<file path="config.mk">
export PLATFORM = sky130hd
export DESIGN_NAME = brl_mem
export DESIGN_NICKNAME = d
export VERILOG_FILES = /design/src/rtl/core/assert_macros.svh /design/src/rtl/core/brl_pkg.sv /design/src/rtl/core/brl_mem.sv
export SDC_FILE = /design/constraint.sdc
export NUM_CORES = 2
export LEC_CHECK = 0
export BUFFER_PORTS_ARGS = -buffer_cell sky130_fd_sc_hd__buf_2
export CAP_MARGIN = 20
export CORE_UTILIZATION = 36
export DETAILED_ROUTE_END_ITERATION = 8
export PLACE_DENSITY = 0.62
export SYNTH_ARGS = -nofsm -noshare
export SYNTH_HDL_FRONTEND = slang
export SYNTH_MEMORY_MAX_BITS = 65536
export SYNTH_SLANG_ARGS = --single-unit
</file>
<file path="constraint.sdc">
create_clock -name clk -period 57.2 [get_ports clk]
set_clock_uncertainty 0.15 [all_clocks]
set_input_delay 5.72 -clock clk [delete_from_list [all_inputs] [get_ports clk]]
set_output_delay 5.72 -clock clk [all_outputs]
set_load 0.02 [all_outputs]
</file>
<file path="src/rtl/core/assert_macros.svh">
// Assertion macros shared by the lock table RTL.
// Included by the modules that carry concurrent checks.
`ifndef ASSERT_MACROS_SVH
`define ASSERT_MACROS_SVH
`ifndef SYNTHESIS
`define BRL_ASSERT(lbl, clk, rst, prop, msg) \
  lbl: assert property (@(posedge clk) disable iff (rst) prop) else $error(msg);
`define BRL_ASSERT_ALL(lbl, clk, prop, msg) \
  lbl: assert property (@(posedge clk) prop) else $error(msg);
`else
`define BRL_ASSERT(lbl, clk, rst, prop, msg)
`define BRL_ASSERT_ALL(lbl, clk, prop, msg)
`endif
`endif

</file>
<file path="src/rtl/core/brl_pkg.sv">
// Types and constants for the byte-range lock table.
// No dependencies; used by every module of the block.
`default_nettype none
package brl_pkg;
  localparam int MaxLocksDefault = 16;
  localparam int LheldW = 5;

  localparam logic [1:0] KIND_SET   = 2'd0;
  localparam logic [1:0] KIND_GET   = 2'd1;
  localparam logic [1:0] KIND_PURGE = 2'd2;
  localparam logic [1:0] KIND_BAD   = 2'd3;

  localparam logic [1:0] TYPE_READ   = 2'd0;
  localparam logic [1:0] TYPE_WRITE  = 2'd1;
  localparam logic [1:0] TYPE_UNLOCK = 2'd2;
  localparam logic [1:0] TYPE_BAD    = 2'd3;

  localparam logic [1:0] ST_OK       = 2'd0;
  localparam logic [1:0] ST_CONFLICT = 2'd1;
  localparam logic [1:0] ST_INVALID  = 2'd2;
  localparam logic [1:0] ST_FULL     = 2'd3;

  localparam logic [63:0] U64_MAX = '1;

  typedef struct packed {
    logic [1:0]  kind;
    logic [1:0]  lock_type;
    logic [63:0] session;
    logic [63:0] owner;
    logic [63:0] range_start;
    logic [63:0] range_length;
  } req_t;

  typedef struct packed {
    logic [1:0]        status;
    logic [1:0]        found_type;
    logic [63:0]       found_session;
    logic [63:0]       found_owner;
    logic [63:0]       found_start;
    logic [63:0]       found_length;
    logic [LheldW-1:0] locks_held;
  } res_t;

  typedef struct packed {
    logic [1:0]  ltype;
    logic [63:0] session;
    logic [63:0] owner;
    logic [63:0] start;
    logic [63:0] length;
  } lock_t;

  typedef struct packed {
    logic       conflict;
    logic [1:0] cnt;
  } unit_st_t;

  function automatic logic [63:0] end_of(input logic [63:0] s, input logic [63:0] l);
    return (l == 64'd0) ? U64_MAX : s + l;
  endfunction

  function automatic logic [63:0] enc_len(input logic [63:0] s, input logic [63:0] e);
    return (e == U64_MAX) ? 64'd0 : e - s;
  endfunction
endpackage
`default_nettype wire

</file>
<file path="src/rtl/core/brl_mem.sv">
// Single write port, single registered read port lock memory.
// Depends on brl_pkg for the lock entry type.
`default_nettype none
module brl_mem #(
  parameter int DEPTH = 16,
  parameter int AW = $clog2(DEPTH)
) (
  input  wire logic            clk,
  input  wire logic            we,
  input  wire logic [AW-1:0]   waddr,
  input  wire brl_pkg::lock_t  wdata,
  input  wire logic [AW-1:0]   raddr,
  output brl_pkg::lock_t       rdata
);
  import brl_pkg::*;

  lock_t mem [DEPTH];

  always_ff @(posedge clk) begin
    if (we) begin
      mem[waddr] <= wdata;
    end
    rdata <= mem[raddr];
  end
endmodule
`default_nettype wire

</file>
After elaboration in Yosys (flattened, before gate mapping)
Memory sizes are Yosys's and may differ from the RTL's. A register that Yosys moved wholly into a read port is not among the register bits.
Cells that the tools add are included.
Widths: inputs -> output; s select.
{"block": "word_totals", "mem_count": 1, "output_inout_bits": 258, "wordCells": 3, "in_bits": 268, "ramBits": 4128, "register_bits": 0}
{"name": "mem", "words": 16, "word_bits": 258, "rd": 1, "rd_ports_with_merged_regs": 1, "write_ports": 1, "line": "brl_mem.sv:17", "rtl": "lock_t mem [DEPTH];"}
{"block": "op_classes", "mux": 2}
{"cell": "$mux 1", "count": 2}

Longest topological paths before layout
{"block": "logic_depth", "word_depth": 2, "mapped_depth": 8, "depth_no_buf": 3}

Worst setup path before layout
OpenSTA, ideal clock, no wires.
{"block": "synth_timing", "path_kind": "in2reg", "startpoint": "in waddr[2]", "endpoint": "mem mem[0][0] (netlist name), enable pin", "setup_slack_ps": 32266, "setup_ps": 1197, "arrival_ps": 23587, "path_stages": 2, "path_cell_list": "or3b_2 -> nor3_1"}
{"item": "start: declaration", "line": "brl_mem.sv:10", "rtl": "input wire logic [AW-1:0] waddr,"}
{"item": "end: declaration", "line": "brl_mem.sv:17"}
No word-level cell before the write port.

==> results.py <==
metrics = {
    "outcome": {
        "outcome": "finished, violations left",
        "violations": "design-rule violations",
    },
    "setup_path": {
        "cp-end-kind": "flip-flop",
        "crit_type": "primary input to flip-flop",
        "critPathLaunchType": "primary input",
        "crit_fanout": 96,
        "crit_required_ps": 57850,
        "critPathArrivalTime_ps": 11960,
    },
    "synth": {
        "yosys_warnings": 0,
        "synthFlopType": "edfxtp_1",
        "yosysTopAreaCell": "edfxtp_1",
        "synth_common_cells": "edfxtp_1 (4128), mux4_2 (978), a22oi_1 (454)",
        "yosysSeqAreaShare": 0.809,
        "synth_top_area_share": 0.776,
        "syn-cell-area_um2": 160000,
        "yosysUniqueCellTypes": 26,
        "synth_seq_cells": 4386,
        "synth_async_sr_flop_share": 0,
        "syn_area_per_cell_um2": 23.9,
        "syn-num-nets": 6962,
        "synth-edff-count": 4128,
        "synthCells": 6694,
        "synth.most_common_cell": "edfxtp_1",
        "synthTopCellsByArea": "edfxtp_1 (78%), mux4_2 (14%), dfxtp_1 (3.2%), a22oi_1 (2.1%), mux2_2 (0.71%)",
    },
    "clock_tree": {
        "postCtsHoldBufs": 0,
        "cts_tree": "yes",
        "htree_levels": 5,
        "clock_path_buffers": 4,
        "clock_latency_ps": 980,
        "cts_setup_buffers": 0,
        "numClockSinks": 4386,
        "cts-root-buf": "clkbuf_16",
        "clk_pin_slew_ps": 60,
        "cts_resized": 0,
        "cts_buffers": 439,
    },
    "pwr": {
        "p_leak_nw": 58.6,
        "peakVddDrop_v": 0.0000342,
        "powerDensity_nw_per_um2": 37.1,
    },
    "routing": {
        "wl_per_cell_um": 28.8,
        "drt-initial-drc-count": 7701,
        "drtPass1Iterations": 9,
        "vias": 73743,
        "drc_errors": 104,
        "drt-total-wl_um": 398000,
        "antenna_left": 0,
        "viasPerCell": 5.34,
    },
    "cells_and_area": {
        "drive_gt1_frac": 0.312,
        "fillers": 37865,
        "syn_to_final_growth_pct": 15.6,
        "finalNetCount": 7736,
    },
    "timing": {
        "finalHoldViolations": 0,
        "setup_violations": 0,
        "finalSetupTns_ps": 0,
        "rsz0062_at_grt": "no",
        "fin_ws_ps": 45890,
        "slew_violations": 0,
        "max_slew_margin": 0.267,
        "post-route-period-util": 0.198,
        "fmax_mhz": 88.4,
        "period_needed_ps": 11310,
        "tightestPinTransition_ps": 1100,
    },
    "flow_run": {
        "maxCapViolations": 0,
    },
    "global_routing": {
        "antenna_found_initial": 142,
        "grt_pass1_wl_um": 562000,
        "grt_usage": 0.175,
        "grt_max_degree": 149,
        "grt_pass1_vias": 76594,
        "overflow": 0,
    },
    "floorplanning": {
        "core_um2": 441000,
        "die_h_um": 668,
        "die_x_um": 668,
        "die-area_um2": 446000,
        "initial_core_util": 0.362,
        "core.rowCount": 244,
        "ios": 526,
    },
    "hold_path": {
        "holdCritPathClass": "flip-flop to flip-flop",
    },
    "place": {
        "pre_cts_ws_ps": 44620,
        "io_buffers": 525,
        "post-dp-hpwl_um": 206000,
        "gp_congestion": 0.725,
    },
}
cell usage in the layout, fill, tap and decap left out, drive strengths merged, types with 11 or more instances in the layout:
cell,synthesis,routed
a22oi,454,454
o221ai,32,32
mux2i,38,38
o21ai,24,24
clkbuf,158,607
buf,197,688
diode,0,56
nor2b,38,38
mux2,100,100
dfxtp,258,258
nand2b,26,26
edfxtp,4128,4128
clkinvlp,0,11
nor2,15,15
inv,0,16
mux4,978,978
nand2,206,206
bufinv,0,32
a221oi,22,22
clkinv,0,161
kinds of logic (layout without fill, tap and decap cells):
kind of cell / count (synthesis) / after routing / synth area share
flops: 4386 / 4386 / 0.809
compound gates: 540 / 540 / 0.0255
simple gates: 297 / 297 / 0.00817
mux: 1116 / 1116 / 0.147
other cells: 0 / 56 / 0
buf+inv: 355 / 1515 / 0.0102
power breakdown:
| part | switching [mW] | total [mW] | internal, mW |
|---|---|---|---|
| sequential | 0.0288 | 3.62 | 3.59 |
| clock | 1.23 | 2.88 | 1.65 |
| combinational | 0.214 | 0.338 | 0.124 |
per-stage QoR:
step                      hold WS [ps]  utilization  power (mW)  instance area [µm²]  instances
after floorplan                    485            -        3.89               160000       6694
after global placement             497        0.384        4.02               170000      12929
after detailed placement           503        0.384        4.03               170000      12929
after CTS                          461        0.417        6.90               184000      13756
after global routing               506        0.418        7.04               184000      13782
final                              459        0.418        6.84               184000      13814
area by class of cell:
cell class                      count  area [µm²]  share of cell area
Antenna cell                       56         140            0.000760
Clock buffer                      607       12200              0.0662
Clock inverter                    220        2370              0.0129
Multi-Input combinational cell   1953       29100               0.158
Sequential cell                  4386      129000               0.700
Tap cell                         5904        7390              0.0400
Timing Repair Buffer              688        4150              0.0225
critical path, stage by stage:
cell     delay [ps]
buf_12          510
buf_4           670
buf_4           640
buf_4           750
buf_4           820
buf_4           800
buf_4           860
mux4_2          600
a22oi_1         200
nand2_1          80
state kept, by name, summed over array words and instances (netlist names):
register,flops
mem,4128
rdata,258
metal layers:
metal	track usage	wire length [µm]	up-vias
met5	0	219	-
met4	0.0569	12400	34
met3	0.0310	26200	680
met2	0.288	195000	2726
met1	0.235	164000	40017
li1	-	-	30286
final timing paths:
path	start	to	slack, ps	cells after the start
worst min register to register	mem[14][118]$_DFFE_PP_	rdata[118]$_DFF_P_	460	3
worst min-delay path	mem[14][118]$_DFFE_PP_	rdata[118]$_DFF_P_	460	3
worst max register to register	mem[15][44]$_DFFE_PP_	rdata[44]$_DFF_P_	55370	3
worst max-delay path	raddr[0]	rdata[116]$_DFF_P_	45890	10
(Power assumes the default switching activity.)
