**src/rtl/core/assert_macros.svh**
```systemverilog
// Assertion macros shared by the lock table RTL.
// Included by the modules that carry concurrent checks.
`ifndef ASSERT_MACROS_SVH
`define ASSERT_MACROS_SVH
`ifndef SYNTHESIS
`define BRL_ASSERT(lbl, clk, rst, prop, msg) \
  lbl: assert property (@(posedge clk) disable iff (rst) prop) else $error(msg);
`define BRL_ASSERT_ALL(lbl, clk, prop, msg) \
  lbl: assert property (@(posedge clk) prop) else $error(msg);
`else
`define BRL_ASSERT(lbl, clk, rst, prop, msg)
`define BRL_ASSERT_ALL(lbl, clk, prop, msg)
`endif
`endif

```
**src/rtl/core/brl_pkg.sv**
```systemverilog
// Types and constants for the byte-range lock table.
// No dependencies; used by every module of the block.
`default_nettype none
package brl_pkg;
  localparam int MaxLocksDefault = 16;
  localparam int LheldW = 5;

  localparam logic [1:0] KIND_SET   = 2'd0;
  localparam logic [1:0] KIND_GET   = 2'd1;
  localparam logic [1:0] KIND_PURGE = 2'd2;
  localparam logic [1:0] KIND_BAD   = 2'd3;

  localparam logic [1:0] TYPE_READ   = 2'd0;
  localparam logic [1:0] TYPE_WRITE  = 2'd1;
  localparam logic [1:0] TYPE_UNLOCK = 2'd2;
  localparam logic [1:0] TYPE_BAD    = 2'd3;

  localparam logic [1:0] ST_OK       = 2'd0;
  localparam logic [1:0] ST_CONFLICT = 2'd1;
  localparam logic [1:0] ST_INVALID  = 2'd2;
  localparam logic [1:0] ST_FULL     = 2'd3;

  localparam logic [63:0] U64_MAX = '1;

  typedef struct packed {
    logic [1:0]  kind;
    logic [1:0]  lock_type;
    logic [63:0] session;
    logic [63:0] owner;
    logic [63:0] range_start;
    logic [63:0] range_length;
  } req_t;

  typedef struct packed {
    logic [1:0]        status;
    logic [1:0]        found_type;
    logic [63:0]       found_session;
    logic [63:0]       found_owner;
    logic [63:0]       found_start;
    logic [63:0]       found_length;
    logic [LheldW-1:0] locks_held;
  } res_t;

  typedef struct packed {
    logic [1:0]  ltype;
    logic [63:0] session;
    logic [63:0] owner;
    logic [63:0] start;
    logic [63:0] length;
  } lock_t;

  typedef struct packed {
    logic       conflict;
    logic [1:0] cnt;
  } unit_st_t;

  function automatic logic [63:0] end_of(input logic [63:0] s, input logic [63:0] l);
    return (l == 64'd0) ? U64_MAX : s + l;
  endfunction

  function automatic logic [63:0] enc_len(input logic [63:0] s, input logic [63:0] e);
    return (e == U64_MAX) ? 64'd0 : e - s;
  endfunction
endpackage
`default_nettype wire

```
**src/rtl/core/brl_unit.sv**
```systemverilog
// Shared compare unit: conflict test and split/merge of one held entry
// against the proposed range. Depends on brl_pkg.
`default_nettype none
module brl_unit (
  input  wire brl_pkg::lock_t    e,
  input  wire brl_pkg::lock_t    p,
  output brl_pkg::unit_st_t      st,
  output brl_pkg::lock_t         o0,
  output brl_pkg::lock_t         o1,
  output brl_pkg::lock_t         np
);
  import brl_pkg::*;

  logic [63:0] es, ps, ee, pe;
  logic        same, differ;

  always_comb begin
    es = e.start;
    ps = p.start;
    ee = end_of(es, e.length);
    pe = end_of(ps, p.length);
    same = (e.session == p.session) && (e.owner == p.owner);
    differ = e.ltype != p.ltype;

    st.conflict = !((e.ltype == TYPE_READ) && (p.ltype == TYPE_READ)) && !same &&
                  !((es >= pe) || (ps >= ee));

    o0 = e;
    o1 = e;
    np = p;
    st.cnt = 2'd0;
    if (!same || es > pe || ps > ee) begin
      st.cnt = 2'd1;
    end else if (es >= ps && ee <= pe) begin
      st.cnt = 2'd0;
    end else if (pe == es) begin
      if (differ) st.cnt = 2'd1;
      else np.length = enc_len(ps, ee);
    end else if (ee == ps) begin
      if (differ) st.cnt = 2'd1;
      else begin
        np.start = es;
        np.length = enc_len(es, pe);
      end
    end else if (es >= ps && es <= pe && ee > pe) begin
      if (differ) begin
        o0.start = pe;
        o0.length = enc_len(pe, ee);
        st.cnt = 2'd1;
      end else np.length = enc_len(ps, ee);
    end else if (es < ps && ee >= ps && ee <= pe) begin
      if (differ) begin
        o0.length = enc_len(es, ps);
        st.cnt = 2'd1;
      end else begin
        np.start = es;
        np.length = enc_len(es, pe);
      end
    end else if (es < ps && ee > pe) begin
      if (differ) begin
        o0.length = enc_len(es, ps);
        o1.start = pe;
        o1.length = enc_len(pe, ee);
        st.cnt = 2'd2;
      end else begin
        np.start = es;
        np.length = e.length;
      end
    end
  end
endmodule
`default_nettype wire

```
**config.mk**
```make
export PLATFORM = sky130hd
export DESIGN_NAME = brl_unit
export DESIGN_NICKNAME = d
export VERILOG_FILES = /design/src/rtl/core/assert_macros.svh /design/src/rtl/core/brl_pkg.sv /design/src/rtl/core/brl_unit.sv
export SDC_FILE = /design/constraint.sdc
export NUM_CORES = 2
export LEC_CHECK = 0
export ABC_CLOCK_PERIOD_IN_PS = 7200
export BUFFER_PORTS_ARGS = -buffer_cell sky130_fd_sc_hd__buf_4
export CAP_MARGIN = 20
export CELL_PAD_IN_SITES_DETAIL_PLACEMENT = 2
export CELL_PAD_IN_SITES_GLOBAL_PLACEMENT = 2
export CORE_AREA = 2 2 504 506
export DETAILED_ROUTE_END_ITERATION = 16
export DIE_AREA = 0 0 506 508
export PLACE_DENSITY_LB_ADDON = 0.1
export REMOVE_ABC_BUFFERS = 1
export SLEW_MARGIN = 40
export SYNTH_ARGS = -nofsm -noshare
export SYNTH_HDL_FRONTEND = slang
export SYNTH_SLANG_ARGS = --single-unit
export TNS_END_PERCENT = 20
```
**constraint.sdc**
```tcl
create_clock -name vclk -period 7.2
set_clock_uncertainty 0.15 [all_clocks]
set_input_delay 0.36 -clock vclk [all_inputs]
set_output_delay 0.36 -clock vclk [all_outputs]
set_load 0.01 [all_outputs]
```
## Word-level counts from Yosys, hierarchy flattened

Cells that the tools add are included.

- $lt $le $gt $ge: 10
- Reduce and logical (&&, ||, !) cells: 20
- Multiplexer cells: 44
- Equality and inequality tests: 8
- Div/mod/pow operators: 0
- $add $sub $neg: 6
- Bitwise logic cells: 0
- $mul: 0
- Shift-type cells: 0

Operators by type and width:

| operator | count |
|---|---|
| two-way mux 128 bit | 19 |
| two-way mux 64 bit | 16 |
| == test 64 bit | 4 |
| >= comparator 64 bit | 4 |
| subtractor 64 bit | 4 |
| == test 64 bit, second input constant | 3 |
| greater-than comparator 64 bit | 3 |
| adder 64 bit | 2 |
| <= comparator 64 bit | 2 |
| logical NOT 64 bit | 2 |
| < comparator 64 bit | 1 |
| two-way mux 2 bit | 8 |
| logical AND 1 bit | 10 |
| logical NOT 2 bit | 2 |
| logical NOT 1 bit | 3 |
| logical OR 1 bit | 3 |
| inequality test 2 bit | 1 |
| two-way mux 1 bit | 1 |

- Memories: 0
- Flip-flop bits (word level): 0
- Logic and storage cells: 88
- Bits in read-only memories: 0
- Input port bits: 516
- Latch bits: 0
- Output and inout port bits: 777
- Bits in writable memories: 0

## Logic depth before layout (Yosys ltp)

- Depth in word-level cells: 12
- Depth in mapped cells: 32
- Gate-level depth less buffers: 28

## Least setup slack after synthesis

No wires, ideal clock.

- Kind: input to output
- From: input p[9] (netlist bit)
- To: output o0[50] (netlist bit)
- Required time: 6690 ps
- Arrival: 6512 ps
- Path slack: 178 ps
- Path buffers: 5
- Stages on the path: 27
- Cells stage by stage: nor4_1 -> nand4_1 -> nor4_2 -> clkbuf_1 -> buf_2 -> buf_1 -> clkbuf_1 -> clkbuf_1 -> nor2_1 -> inv_1 -> ha_1 -> inv_1 -> fa_1 -> a21o_1 -> a21oi_1 -> o211a_1 -> o2111ai_1 -> a221oi_1 -> o211a_1 -> a21oi_1 -> a221oi_1 -> o21ai_0 -> a41o_1 -> a21oi_1 -> xnor2_1 -> a2bb2oi_1 -> o21ai_0

RTL lines:

| what | RTL line | source |
|---|---|---|
| start: declaration | brl_unit.sv:6 | `input wire brl_pkg::lock_t p,` |
| end: declaration | brl_unit.sv:8 | `output brl_pkg::lock_t o0,` |

==> flow_metrics.py <==
metrics = {
    "status": {
        "status": "finished with violations",
        "violations": "negative setup slack",
    },
    "global_route": {
        "grt_usage_pct": 36.68,
        "overflow": 0,
        "grt_max_degree": 48,
        "first_global_vias": 61570,
        "grt_antenna_before_repair": 103,
        "grt_pass1_wl_um": 627700,
    },
    "floorplan": {
        "initial_utilization_pct": 13.99,
        "die_h_um": 508,
        "die-area_um2": 257000,
        "die_w_um": 506,
        "io_pins": 1293,
        "core_area_um2": 252300,
        "std_cell_rows": 185,
    },
    "placed_design": {
        "gp_congestion": 1.092,
        "io_buffer_count": 1293,
        "dp_hpwl_um": 443300,
    },
    "min_path": {
        "hold_path.class": "in -> out",
    },
    "cells_and_area": {
        "final_core_util_pct": 26.91,
        "seq_cell_count": 0,
        "multiInputGateArea_um2": 33200,
        "final.fill_count": 29840,
        "seq_area_um2": 0,
        "area_growth_pct": 92.40,
        "drive_gt1_share_pct": 49.15,
        "nClkBuffers": 0,
        "nets": 9351,
    },
    "timing": {
        "finalCriticalPeriod_ps": 7782,
        "hold_viol": 0,
        "period_share_pct": 108.1,
        "rsz0062_at_grt": "true",
        "setup_slack_ps": -582.5,
        "whs_ps": 770.7,
        "tightest_slew_ps": 965.4,
        "relSlewSlack_pct": 35.09,
        "max_freq_mhz": 128.5,
        "slew_viol_final": 0,
        "setup_viol": 384,
    },
    "setup_path": {
        "cp.arrival_ps": 7270,
        "max_stage_delay_ps": 570,
        "crit_type": "in -> out",
        "path_max_fanout": 7,
        "worst_path_max_delay_cell": "or4_4",
        "worstSetupStartpointType": "input pin",
        "cp.required_ps": 6690,
        "cp_common_cell": "buf_12",
        "cp-end-kind": "primary output",
    },
    "drt": {
        "postRouteAntennaNets": 0,
        "wl_um": 495400,
        "vias": 59060,
        "drc": 0,
        "drtIter0Drc": 4386,
        "drtPass1Iterations": 5,
        "drt-wirelength-per-cell_um": 41.64,
        "drt-vias-per-instance": 4.963,
    },
    "logic_synthesis": {
        "yosysUniqueCellTypes": 105,
        "ys_seq_area_share_pct": 0,
        "yosys_warnings": 0,
        "syn-instance-count": 5555,
        "synth_area_um2": 35290,
        "syn_avg_cell_area_um2": 6.353,
    },
    "job": {
        "maxCapViolCount": 0,
    },
}
-- Yosys cell counts (24+ instances only) --
library cell	number	area [um^2]
a211oi_1	35	262.8
a21o_1	261	1959
a21oi_1	551	2758
a221oi_1	24	210.2
a22o_1	64	560.5
a31oi_1	43	269.0
and2_1	48	300.3
and3_1	48	300.3
buf_2	34	170.2
buf_4	392	2943
clkbuf_1	227	852.1
ha_1	382	4780
inv_1	312	1171
nand2_1	653	2451
nand2b_1	42	262.8
nand3_1	109	545.5
nand4_1	161	1007
nor2_1	323	1212
nor2b_1	32	200.2
nor3_1	90	450.4
nor3b_1	30	225.2
nor4_1	97	606.8
o211ai_1	36	270.3
o21a_1	55	412.9
o21ai_0	453	2267
o21ai_1	77	385.4
o21bai_1	82	615.6
o31ai_1	30	225.2
or2_2	26	162.7
xnor2_1	244	2137
xor2_1	225	1971
-- per-stage QoR --
stage | setup WS (ps) | instance area [um^2] | cells | setup TNS, ps
finish | -582.5 | 67900 | 11900 | -102540
floorplan | -5951 | 31190 | 4885 | -975510
global placement | -2389 | 62270 | 11690 | -633110
detailed placement | -2034 | 62340 | 11690 | -503260
CTS | -597.0 | 65360 | 11780 | -149600
global route | -669.2 | 67790 | 11860 | -152870
-- routing by layer --
layer	wire length [um]	global-route usage, %	vias to the layer above
met5	242	0	-
met4	45620	27.68	38
met3	26490	6.525	720
met2	226600	60.17	2298
met1	196500	42.51	30400
li1	-	-	25600
-- final timing paths --
| check | from | end | depth (start not counted) |
|---|---|---|---|
| hold / removal | p[186] | np[186] | 2 |
| setup / recovery | p[3] | o0[54] | 31 |
-- cells by family (layout without fill, tap and decap cells) --
group                    count (synthesis)  count (layout)  share of synthesized area (%)
AO/OA/AOI/OAI                         1938            1938                          34.87
XOR/XNOR                               469             469                          11.64
adder cells (fa/ha/maj)                388             388                          13.88
buffers and inverters                  982            3872                          14.94
multiplexers                            16              16                         0.4822
other                                    0              88                              0
AND/OR/NAND/NOR                       1762            1762                          24.19
-- cells in the final DEF (no fill, tap or decap), types with 81 or more instances in the layout --
cell type,Yosys,final
a21oi_1,551,466
o21ai_0,453,334
buf_6,8,119
diode_2,0,88
inv_1,312,307
xnor2_1,244,230
buf_4,392,3299
nand2_1,653,601
nor2_1,323,289
a21o_1,261,258
buf_12,0,102
nand3_1,109,100
nand4_1,161,161
o21bai_1,82,81
nor3_1,90,81
xor2_1,225,211
o21ai_1,77,82
ha_1,382,360
-- layout make-up --
class	instances	area share, %
well taps	3366	6.203
multi-input cells	4573	48.90
inverters	312	1.732
diodes	88	0.3243
repair buffers	3560	42.84
-- critical path: cells and delay by family --
family	cells	cell delay [ps]
XOR/XNOR	1	190
AO/OA/AOI/OAI	12	2160
adder cells (fa/ha/maj)	2	610
AND/OR/NAND/NOR	8	2450
buffers and inverters	8	1420
-- timing repair --
item                                    4_1_cts  5_1_grt
resized for setup                           439      494
setup buffers                                86       42
pin swaps                                    98      137
hold buffers                                  0        0
endpoints found under the setup margin      387      387
cloned                                       15        7
